## config.mk

```make
export PLATFORM = sky130hd
export DESIGN_NAME = priority_thread_scheduler_unit
export DESIGN_NICKNAME = d
export VERILOG_FILES = /design/src/rtl/pts_pkg.sv /design/src/rtl/pts_ram.sv /design/src/rtl/pts_ctl.sv /design/src/rtl/pts_dp.sv /design/src/rtl/priority_thread_scheduler_unit.sv
export SDC_FILE = /design/constraint.sdc
export NUM_CORES = 1
export LEC_CHECK = 0
export BUFFER_PORTS_ARGS = -buffer_cell sky130_fd_sc_hd__buf_4
export CAP_MARGIN = 5
export CORE_MARGIN = 2
export CORE_UTILIZATION = 40
export DETAILED_ROUTE_END_ITERATION = 10
export GPL_ROUTABILITY_DRIVEN = 0
export PLACE_DENSITY = 0.54
export SYNTH_ARGS = -nofsm -noshare
export SYNTH_HDL_FRONTEND = slang
export SYNTH_SLANG_ARGS = --single-unit
```

## constraint.sdc

```tcl
create_clock -name clock -period 8.47 [get_ports clock]
set_clock_uncertainty 0.05 [all_clocks]
set_input_delay 1.2705 -clock clock [delete_from_list [all_inputs] [get_ports clock]]
set_output_delay 1.2705 -clock clock [all_outputs]
set_load 0.005 [all_outputs]
```

## src/rtl/pts_pkg.sv

```systemverilog
package pts_pkg;

   localparam int THREAD_SLOTS = 16;
   localparam int TID_W       = 4;
   localparam int CNT_W       = 5;
   localparam int PRIO_W      = 3;
   localparam int VAL_W       = 32;
   localparam logic [PRIO_W-1:0] PRIO_MAX  = 3'd5;
   localparam logic [PRIO_W-1:0] MAIN_PRIO = 3'd3;

   typedef enum logic [2:0] {
      KIND_CREATE = 3'd0,
      KIND_YIELD  = 3'd1,
      KIND_JOIN   = 3'd2,
      KIND_FINISH = 3'd3,
      KIND_TICK   = 3'd4
   } kind_type;

   typedef enum logic [1:0] {
      TS_READY = 2'd0,
      TS_RUN   = 2'd1,
      TS_WAIT  = 2'd2,
      TS_DONE  = 2'd3
   } thread_state_type;

   typedef enum logic [1:0] {
      RSP_DONE    = 2'd0,
      RSP_ERROR   = 2'd1,
      RSP_BLOCKED = 2'd2,
      RSP_EMPTY   = 2'd3
   } rsp_status_type;

   typedef enum logic [1:0] {
      RD_RUN  = 2'd0,
      RD_TGT  = 2'd1,
      RD_SCAN = 2'd2
   } rd_sel_type;

   typedef enum logic [2:0] {
      S_IDLE       = 3'd0,
      S_DECODE     = 3'd1,
      S_HEAD_SCAN  = 3'd2,
      S_WAKE_SCAN  = 3'd3,
      S_WAKE_APPLY = 3'd4,
      S_EXEC       = 3'd5
   } ctl_state_type;

   typedef struct packed {
      logic       load;
      logic       decode;
      logic       mark_done;
      logic       scan_step;
      logic       scan_wake;
      logic       wake;
      logic       exec;
      rd_sel_type rd_sel;
   } ctl_cmd_type;

   typedef struct packed {
      kind_type kind;
      logic     idle;
      logic     join_bad;
      logic     join_done;
      logic     found;
      logic     scan_last;
      logic     out_free;
   } dp_sts_type;

   function automatic logic [PRIO_W-1:0] clamp_prio(input logic [PRIO_W-1:0] p);
      return (p > PRIO_MAX) ? PRIO_MAX : p;
   endfunction

endpackage

```

## src/rtl/pts_ram.sv

```systemverilog
module pts_ram #(
   parameter int WIDTH = 32,
   parameter int DEPTH = 16
) (
   input  logic                     clock,
   input  logic                     wr_en,
   input  logic [$clog2(DEPTH)-1:0] wr_addr,
   input  logic [WIDTH-1:0]         wr_data,
   input  logic [$clog2(DEPTH)-1:0] rd_addr,
   output logic [WIDTH-1:0]         rd_data
);

   logic [WIDTH-1:0] mem [DEPTH];

   always_ff @(posedge clock) begin
      if (wr_en) begin
         mem[wr_addr] <= wr_data;
      end
      rd_data <= mem[rd_addr];
   end

endmodule

```

## src/rtl/pts_ctl.sv

```systemverilog
module pts_ctl (
   input  logic                clock,
   input  logic                reset,
   input  logic                req_tvalid,
   output logic                req_tready,
   input  pts_pkg::dp_sts_type sts,
   output pts_pkg::ctl_cmd_type cmd
);
   import pts_pkg::*;

   ctl_state_type state_ff, state_in;

   always_ff @(posedge clock) begin
      if (reset) begin
         state_ff <= S_IDLE;
      end else begin
         state_ff <= state_in;
      end
   end

   always_comb begin
      state_in = state_ff;
      case (state_ff)
         S_IDLE: begin
            if (req_tvalid) state_in = S_DECODE;
         end
         S_DECODE: begin
            case (sts.kind)
               KIND_YIELD, KIND_TICK: state_in = S_HEAD_SCAN;
               KIND_JOIN: begin
                  state_in = (sts.join_bad || sts.join_done) ? S_EXEC : S_HEAD_SCAN;
               end
               KIND_FINISH: state_in = sts.idle ? S_EXEC : S_WAKE_SCAN;
               default: state_in = S_EXEC;
            endcase
         end
         S_HEAD_SCAN: begin
            if (sts.scan_last) state_in = S_EXEC;
         end
         S_WAKE_SCAN: begin
            if (sts.scan_last) state_in = S_WAKE_APPLY;
         end
         S_WAKE_APPLY: begin
            state_in = sts.found ? S_WAKE_SCAN : S_HEAD_SCAN;
         end
         S_EXEC: begin
            if (sts.out_free) state_in = S_IDLE;
         end
         default: state_in = S_IDLE;
      endcase
   end

   always_comb begin
      cmd        = '0;
      cmd.rd_sel = RD_RUN;
      req_tready = 1'b0;
      case (state_ff)
         S_IDLE: begin
            req_tready = 1'b1;
            cmd.load   = req_tvalid;
         end
         S_DECODE: begin
            cmd.rd_sel    = RD_TGT;
            cmd.decode    = 1'b1;
            cmd.mark_done = (sts.kind == KIND_FINISH) && !sts.idle;
         end
         S_HEAD_SCAN: begin
            cmd.rd_sel    = RD_SCAN;
            cmd.scan_step = 1'b1;
         end
         S_WAKE_SCAN: begin
            cmd.rd_sel    = RD_SCAN;
            cmd.scan_step = 1'b1;
            cmd.scan_wake = 1'b1;
         end
         S_WAKE_APPLY: begin
            cmd.wake = sts.found;
         end
         S_EXEC: begin
            cmd.exec = sts.out_free;
         end
         default: ;
      endcase
   end

endmodule

```

## src/rtl/pts_dp.sv

```systemverilog
module pts_dp (
   input  logic                 clock,
   input  logic                 reset,
   input  pts_pkg::ctl_cmd_type cmd,
   output pts_pkg::dp_sts_type  sts,
   input  logic [47:0]          req_tdata,
   input  logic                 csr_we,
   input  logic [2:0]           csr_wdata,
   output logic                 rsp_tvalid,
   input  logic                 rsp_tready,
   output logic [47:0]          rsp_tdata
);
   import pts_pkg::*;

   // thread table
   logic                    valid_ff [THREAD_SLOTS];
   logic                    valid_in [THREAD_SLOTS];
   thread_state_type        tstate_ff [THREAD_SLOTS];
   thread_state_type        tstate_in [THREAD_SLOTS];
   logic [PRIO_W-1:0]       prio_ff [THREAD_SLOTS];
   logic [PRIO_W-1:0]       prio_in [THREAD_SLOTS];
   logic [TID_W-1:0]        wait_ff [THREAD_SLOTS];
   logic [TID_W-1:0]        wait_in [THREAD_SLOTS];
   logic [THREAD_SLOTS-1:0] order_ff [THREAD_SLOTS];
   logic [THREAD_SLOTS-1:0] order_in [THREAD_SLOTS];

   logic [TID_W-1:0] running_ff, running_in;
   logic [CNT_W-1:0] next_free_ff, next_free_in;

   // current item
   logic [2:0]        kind_ff;
   logic [PRIO_W-1:0] preq_ff;
   logic [TID_W-1:0]  tgt_ff;
   logic [VAL_W-1:0]  value_ff;
   logic              idle_ff, join_bad_ff, join_done_ff;

   // scan
   logic [TID_W-1:0]  idx_ff, idx_in;
   logic [TID_W-1:0]  best_ff, best_in;
   logic [PRIO_W-1:0] best_prio_ff, best_prio_in;
   logic              found_ff, found_in;

   // result register
   logic              rsp_valid_ff, rsp_valid_in;
   logic [47:0]       rsp_data_ff, rsp_data_in;

   logic [TID_W-1:0]  rd_addr;
   logic              rd_valid;
   thread_state_type  rd_state;
   logic [PRIO_W-1:0] rd_prio;
   logic [TID_W-1:0]  rd_wait;
   logic [THREAD_SLOTS-1:0] rd_order;
   logic [VAL_W-1:0]  ram_rd;

   logic              scan_first, scan_last, cand, better, older_best;
   logic              join_bad;

   rsp_status_type    ex_status;
   logic              ex_sw;
   logic [TID_W-1:0]  ex_new;
   logic [VAL_W-1:0]  ex_rv;
   logic              do_start, do_requeue, do_block, do_create;
   logic              stamp_en;
   logic [TID_W-1:0]  stamp_id;
   logic [TID_W-1:0]  new_id;

   assign new_id = next_free_ff[TID_W-1:0];

   always_comb begin
      case (cmd.rd_sel)
         RD_RUN:  rd_addr = running_ff;
         RD_TGT:  rd_addr = tgt_ff;
         RD_SCAN: rd_addr = idx_ff;
         default: rd_addr = running_ff;
      endcase
   end

   assign rd_valid = valid_ff[rd_addr];
   assign rd_state = tstate_ff[rd_addr];
   assign rd_prio  = prio_ff[rd_addr];
   assign rd_wait  = wait_ff[rd_addr];
   assign rd_order = order_ff[rd_addr];

   pts_ram #(.WIDTH(VAL_W), .DEPTH(THREAD_SLOTS)) u_result (
      .clock   (clock),
      .wr_en   (cmd.mark_done),
      .wr_addr (running_ff),
      .wr_data (value_ff),
      .rd_addr (tgt_ff),
      .rd_data (ram_rd)
   );

   // one entry per cycle; the best candidate so far is held in best_ff
   assign scan_first = (idx_ff == '0);
   assign scan_last  = (idx_ff == TID_W'(THREAD_SLOTS - 1));
   assign older_best = rd_order[best_ff];
   assign cand = rd_valid && (cmd.scan_wake ?
                 (rd_state == TS_WAIT && rd_wait == running_ff) : (rd_state == TS_READY));
   assign better = scan_first || !found_ff || (cmd.scan_wake ? older_best :
                   (rd_prio < best_prio_ff || (rd_prio == best_prio_ff && older_best)));

   always_comb begin
      idx_in       = idx_ff;
      best_in      = best_ff;
      best_prio_in = best_prio_ff;
      found_in     = found_ff;
      if (cmd.scan_step) begin
         idx_in = scan_last ? '0 : idx_ff + 1'b1;
         if (cand && better) begin
            best_in      = idx_ff;
            best_prio_in = rd_prio;
            found_in     = 1'b1;
         end else if (scan_first) begin
            found_in = 1'b0;
         end
      end
   end

   assign join_bad = idle_ff || !rd_valid || (tgt_ff == running_ff);

   // apply the item; rd port points at the running thread here
   always_comb begin
      ex_status  = RSP_DONE;
      ex_new     = '0;
      ex_rv      = '0;
      do_start   = 1'b0;
      do_requeue = 1'b0;
      do_block   = 1'b0;
      do_create  = 1'b0;
      case (kind_type'(kind_ff))
         KIND_CREATE: begin
            if (next_free_ff >= CNT_W'(THREAD_SLOTS)) begin
               ex_status = RSP_ERROR;
            end else begin
               do_create = 1'b1;
               ex_new    = new_id;
            end
         end
         KIND_YIELD, KIND_TICK: begin
            if (!found_ff) begin
               ex_status = RSP_EMPTY;
            end else if (idle_ff) begin
               do_start = 1'b1;
            end else if (kind_ff == KIND_YIELD || best_prio_ff <= rd_prio) begin
               do_start   = 1'b1;
               do_requeue = 1'b1;
            end
         end
         KIND_JOIN: begin
            if (join_bad_ff) begin
               ex_status = RSP_ERROR;
            end else if (join_done_ff) begin
               ex_rv = ram_rd;
            end else if (!found_ff) begin
               ex_status = RSP_EMPTY;
            end else begin
               ex_status = RSP_BLOCKED;
               do_block  = 1'b1;
               do_start  = 1'b1;
            end
         end
         KIND_FINISH: begin
            if (idle_ff) begin
               ex_status = RSP_ERROR;
            end else if (!found_ff) begin
               ex_status = RSP_EMPTY;
            end else begin
               do_start = 1'b1;
            end
         end
         default: ex_status = RSP_ERROR;
      endcase
      ex_sw = do_start;
   end

   always_comb begin
      stamp_en = 1'b0;
      stamp_id = running_ff;
      if (cmd.wake) begin
         stamp_en = 1'b1;
         stamp_id = best_ff;
      end else if (cmd.exec && do_create) begin
         stamp_en = 1'b1;
         stamp_id = new_id;
      end else if (cmd.exec && (do_requeue || do_block)) begin
         stamp_en = 1'b1;
      end
   end

   always_comb begin
      for (int i = 0; i < THREAD_SLOTS; i++) begin
         valid_in[i]  = valid_ff[i];
         tstate_in[i] = tstate_ff[i];
         prio_in[i]   = prio_ff[i];
         wait_in[i]   = wait_ff[i];
         order_in[i]  = order_ff[i];
         if (cmd.mark_done && running_ff == TID_W'(i)) tstate_in[i] = TS_DONE;
         if (cmd.wake && best_ff == TID_W'(i)) tstate_in[i] = TS_READY;
         if (cmd.exec) begin
            if (do_create && new_id == TID_W'(i)) begin
               valid_in[i]  = 1'b1;
               tstate_in[i] = TS_READY;
               prio_in[i]   = clamp_prio(preq_ff);
               wait_in[i]   = '0;
            end
            if (running_ff == TID_W'(i)) begin
               if (do_requeue) tstate_in[i] = TS_READY;
               if (do_block) begin
                  tstate_in[i] = TS_WAIT;
                  wait_in[i]   = tgt_ff;
               end
            end
            if (do_start && best_ff == TID_W'(i)) tstate_in[i] = TS_RUN;
         end
         if (csr_we && i == 0) prio_in[i] = clamp_prio(csr_wdata);
         // mark the stamped entry youngest
         if (stamp_en) begin
            order_in[i][stamp_id] = 1'b1;
            if (stamp_id == TID_W'(i)) order_in[i] = '0;
         end
      end
   end

   assign running_in   = (cmd.exec && do_start) ? best_ff : running_ff;
   assign next_free_in = (cmd.exec && do_create) ? next_free_ff + 1'b1 : next_free_ff;

   always_comb begin
      rsp_valid_in = rsp_valid_ff;
      rsp_data_in  = rsp_data_ff;
      if (cmd.exec) begin
         rsp_valid_in = 1'b1;
         rsp_data_in  = {5'b0, ex_rv, ex_new, ex_sw, running_in, ex_status};
      end else if (rsp_tready) begin
         rsp_valid_in = 1'b0;
      end
   end

   always_ff @(posedge clock) begin
      if (reset) begin
         for (int i = 0; i < THREAD_SLOTS; i++) begin
            valid_ff[i]  <= (i == 0);
            tstate_ff[i] <= (i == 0) ? TS_RUN : TS_READY;
            prio_ff[i]   <= (i == 0) ? MAIN_PRIO : '0;
            wait_ff[i]   <= '0;
            order_ff[i]  <= '0;
         end
         running_ff   <= '0;
         next_free_ff <= CNT_W'(1);
         idx_ff       <= '0;
         found_ff     <= 1'b0;
         rsp_valid_ff <= 1'b0;
      end else begin
         for (int i = 0; i < THREAD_SLOTS; i++) begin
            valid_ff[i]  <= valid_in[i];
            tstate_ff[i] <= tstate_in[i];
            prio_ff[i]   <= prio_in[i];
            wait_ff[i]   <= wait_in[i];
            order_ff[i]  <= order_in[i];
         end
         running_ff   <= running_in;
         next_free_ff <= next_free_in;
         idx_ff       <= idx_in;
         found_ff     <= found_in;
         rsp_valid_ff <= rsp_valid_in;
      end
   end

   always_ff @(posedge clock) begin
      best_ff      <= best_in;
      best_prio_ff <= best_prio_in;
      rsp_data_ff  <= rsp_data_in;
      if (cmd.load) begin
         kind_ff  <= req_tdata[2:0];
         preq_ff  <= req_tdata[5:3];
         tgt_ff   <= req_tdata[9:6];
         value_ff <= req_tdata[41:10];
         idle_ff  <= (rd_state == TS_DONE);
      end
      if (cmd.decode) begin
         join_bad_ff  <= join_bad;
         join_done_ff <= (rd_state == TS_DONE);
      end
   end

   assign sts.kind      = kind_type'(kind_ff);
   assign sts.idle      = idle_ff;
   assign sts.join_bad  = join_bad;
   assign sts.join_done = (rd_state == TS_DONE);
   assign sts.found     = found_ff;
   assign sts.scan_last = scan_last;
   assign sts.out_free  = !rsp_valid_ff || rsp_tready;

   assign rsp_tvalid = rsp_valid_ff;
   assign rsp_tdata  = rsp_data_ff;

endmodule

```

## src/rtl/priority_thread_scheduler_unit.sv

```systemverilog
// Hardware thread scheduler for up to 16 threads.
// req channel: one scheduler event per item (create, yield, join, finish,
//   tick). req_tready is high only while no event is in progress.
// rsp channel: exactly one result item per event, held in an output register.
// csr port: csr_we writes main_priority (thread zero's priority) at once;
//   write only while the block is idle.
// Sequence: create, a completed join and any error go from decode straight to
//   the apply step; yield, tick and a blocking join first scan the whole
//   thread table for the ready head; finish repeats a wake scan of the table
//   plus an apply step, waking one waiter each time, until none is found,
//   then does the head scan. The table scan visits one entry per cycle
//   through a single read port.
// Reset: thread zero runs with priority 3, no other thread exists, the
//   result register is empty.
// Stall: a result waits in the output register while rsp_tready is low; the
//   next event is still taken, and its result waits until that slot frees.
module priority_thread_scheduler_unit (
   input  logic        clock,
   input  logic        reset,
   input  logic        req_tvalid,
   output logic        req_tready,
   // kind[2:0], priority_req[5:3], target_tid[9:6], value[41:10], zero fill
   input  logic [47:0] req_tdata,
   output logic        rsp_tvalid,
   input  logic        rsp_tready,
   // status[1:0], running_tid[5:2], switched[6], new_tid[10:7],
   // ret_value[42:11], zero fill
   output logic [47:0] rsp_tdata,
   input  logic        csr_we,
   input  logic [2:0]  csr_wdata
);
   import pts_pkg::*;

   ctl_cmd_type cmd;
   dp_sts_type  sts;

   // sequence the event: decode, table scans, wake loop, apply
   pts_ctl u_ctl (
      .clock      (clock),
      .reset      (reset),
      .req_tvalid (req_tvalid),
      .req_tready (req_tready),
      .sts        (sts),
      .cmd        (cmd)
   );

   // thread table, scan unit, result store and output register
   pts_dp u_dp (
      .clock      (clock),
      .reset      (reset),
      .cmd        (cmd),
      .sts        (sts),
      .req_tdata  (req_tdata),
      .csr_we     (csr_we),
      .csr_wdata  (csr_wdata),
      .rsp_tvalid (rsp_tvalid),
      .rsp_tready (rsp_tready),
      .rsp_tdata  (rsp_tdata)
   );

endmodule
```

==> flow_summary.toml <==
[sta]
finalSetupTns_ps = 0
maxSlewViolCount = 0
setup_ws_ps = 1610
fmax_mhz = 146
slew_headroom = 0.116
finalCritPeriodShare = 0.810
layout_min_cycle_time_ps = 6860
rsz0062_at_grt = "no"
worst_slew_pin_slew_ps = 1320
hold_viol = 0
finalSetupViolCount = 0

[die]
ios = 106
die_h_um = 331
placementRows = 120
die_w_um = 331
start_util = 0.402
design.core.area_um2 = 107000
die_area_um2 = 110000

[clock_network]
cts_max_path_buffers = 3
cts_resized = 0
cts_buffers = 109
clkLatencyLatePin_ps = 700
cts_tree = "done"
clk_pin_slew_ps = 60
cts_setup_buffers = 0
cts.hold.buffers_added = 0
cts_root_buf = "clkbuf_16"
htreeDepth = 3
clock-sinks = 1073

[hold_path]
whs_path_depth = 1
worstHoldStart = "u_dp.order_ff[13][13]"
hp-class = "reg2reg"

[grt]
grt.overflow.total = 0
grt_use_total = 0.217
grt_pass1_wl_um = 178000
grt_pass1_vias = 27275
grt_max_degree = 99
antenna_found_initial = 3

[yosys]
synth_edf_count = 662
synth_area_um2 = 42800
async_flop_share = 0
synth_top_area_cell = "edfxtp_1"
syn-mean-instance-area_um2 = 14.3
synth_area_leaders = "edfxtp_1 46%, dfxtp_1 19%, mux4_2 10%, o21a_1 4.3%, nand2_1 2.3%"
synth_top_area_frac = 0.464
syn_inst = 2993
ys_seq_area_frac = 0.656
synth.most_common_cell = "edfxtp_1"
ys.flop_type = "edfxtp_1"
synth_warnings = 0
synthTopCellsByCount = "662 x edfxtp_1, 411 x dfxtp_1, 263 x nand2_1"
yosysUniqueCellTypes = 83
yosys_register_bits = 1073

[detailed_routing]
routedWlPerCell_um = 26.4
drt_iter0_markers = 2677
via_per_inst = 5.87
drc_errors = 0
dr_total_vias = 26722
antenna_left = 0
routed_wl_um = 120000
first_pass_iters = 6

[finish]
post-route-util = 0.455
fill_cells = 9381
drive_gt1_frac = 0.194
syn_to_final_growth_pct = 13.3
nNetsFinal = 3124
finalNonFillerCells = 4556

[placement]
pre_cts_ws_ps = 1680
port_buffers = 94
dp.cells = 4349
hpwl_um = 69900

[worst_setup_path]
r2r_start = "u_ctl.state_ff[2]"
critical-path-max-stage-delay_ps = 1000
worstPathRequired_ps = 9030
critical_path_arrival_ps = 7420
start_kind = "flop"
worstRegToRegCells = 20
cp-startpoint = "u_ctl.state_ff[2]"
crit_type = "reg2reg"
crit_fanout = 23
critPathSlowestCell = "nor2_2"
worstPathCellList = "nand2b_1, ha_1, nor2b_1, nor2_4, mux4_2, nand2_1, a21oi_1, or2_2, inv_1, ha_1, nand3_1, a21boi_1, o21a_1, or3_1, buf_4, a311o_4, nor3_4, buf_4, nor2_2, o21a_1"
worstSetupEndpointType = "flop"

[pwr]
power_frac_clock = 0.334
seqPwrFrac = 0.429
comb_power_share = 0.237
power_switching_mw = 4.53
internal-power_mw = 9.86
swShare = 0.315
p_leak_nw = 16.1
powerDensity_nw_per_um2 = 297
irDropWorstVdd_mv = 0.190

[job]
maxCapViolations = 0

[run_status]
outcome = "complete, no violations"
power groups by stage:
stage          logic (mW)  registers (mW)  clock network [mW]
2_1_floorplan        2.30            6.17                   0
3_3_place_gp         3.37            6.26                   0
3_5_place_dp         3.41            6.28                   0
4_1_cts              3.41            6.17                4.89
5_1_grt              3.61            6.21                5.10
6_report             3.41            6.17                4.81
cell usage in the layout (no fill, tap or decap), types with 21 or more instances in the layout:
cell	count
edfxtp_1	662
dfxtp_1	411
nand2_1	262
o21a_1	243
mux4_2	198
nor2_1	177
buf_4	152
clkbuf_16	111
nand3_1	84
a21oi_1	82
o21ai_0	58
a22oi_1	57
and2_1	55
and3_1	41
a211oi_1	39
clkbuf_1	38
inv_1	32
nor2_4	28
mux2i_1	22
nor3_1	21
a31oi_1	21
metrics by stage:
step / power (mW) / hold WS [ps] / instance area, um2
final: 14.4 / 409 / 48500
after global routing: 14.9 / 418 / 48500
after CTS: 14.5 / 408 / 48500
after detailed placement: 9.69 / 390 / 44900
after global placement: 9.63 / 380 / 44900
after floorplan: 8.47 / 359 / 42800
flip-flops by register name, indices dropped and copies added, names as in the netlist, 5 cells and up:
name                   flops
u_dp.tstate_ff            32
u_dp.wait_ff              64
u_dp.value_ff             32
u_dp.prio_ff              48
u_dp.order_ff            256
u_dp.rsp_tdata            43
u_dp.next_free_ff          5
u_dp.valid_ff             16
u_dp.u_result.mem        512
u_dp.u_result.rd_data     32
per-layer routing:
metal	wire length [um]	vias to the layer above	global-route usage
li1	-	11598	-
met1	51400	13813	0.297
met2	56700	1041	0.351
met3	7910	270	0.0353
met4	4480	0	0.0806
met5	0	-	0
cells by family (layout without fill, tap and decap cells):
logic type	after synthesis	count (layout)	share of synthesized area
flip-flops	1073	1073	0.656
XOR/XNOR	10	10	0.00204
buffers and inverters	240	395	0.0271
other	1	6	0.0000875
AND/OR/NAND/NOR	781	781	0.0909
multiplexers	239	239	0.114
adder cells (fa/ha/maj)	11	11	0.00321
AO/OA/AOI/OAI	638	638	0.106
final cells by class:
class                   count  area, um2  area share
clock buffers             167       3170      0.0653
multi-input cells        1684      13700       0.283
diodes                      1       2.50   0.0000516
flip-flops and latches   1073      28100       0.579
repair buffers            154       1180      0.0243
inverters                  35        133     0.00273
well taps                1403       1760      0.0362
clock inverters            39        425     0.00877
worst max-delay path: cells and delay by family (launching register included):
family	cells	cell delay (ps)
mux	1	590
buf+inv	3	580
compound gates	5	1290
simple gates	9	2990
fa+ha+maj	2	670
flops	1	580
final timing paths:
check	end	slack (ps)
worst max-delay path	u_dp.order_ff[14][1]	1610
worst min-delay path	u_dp.order_ff[13][13]	410
worst max register to register	u_dp.order_ff[14][1]	1610
worst min register to register	u_dp.order_ff[13][13]	410
Power figures use the tool's default switching activity.
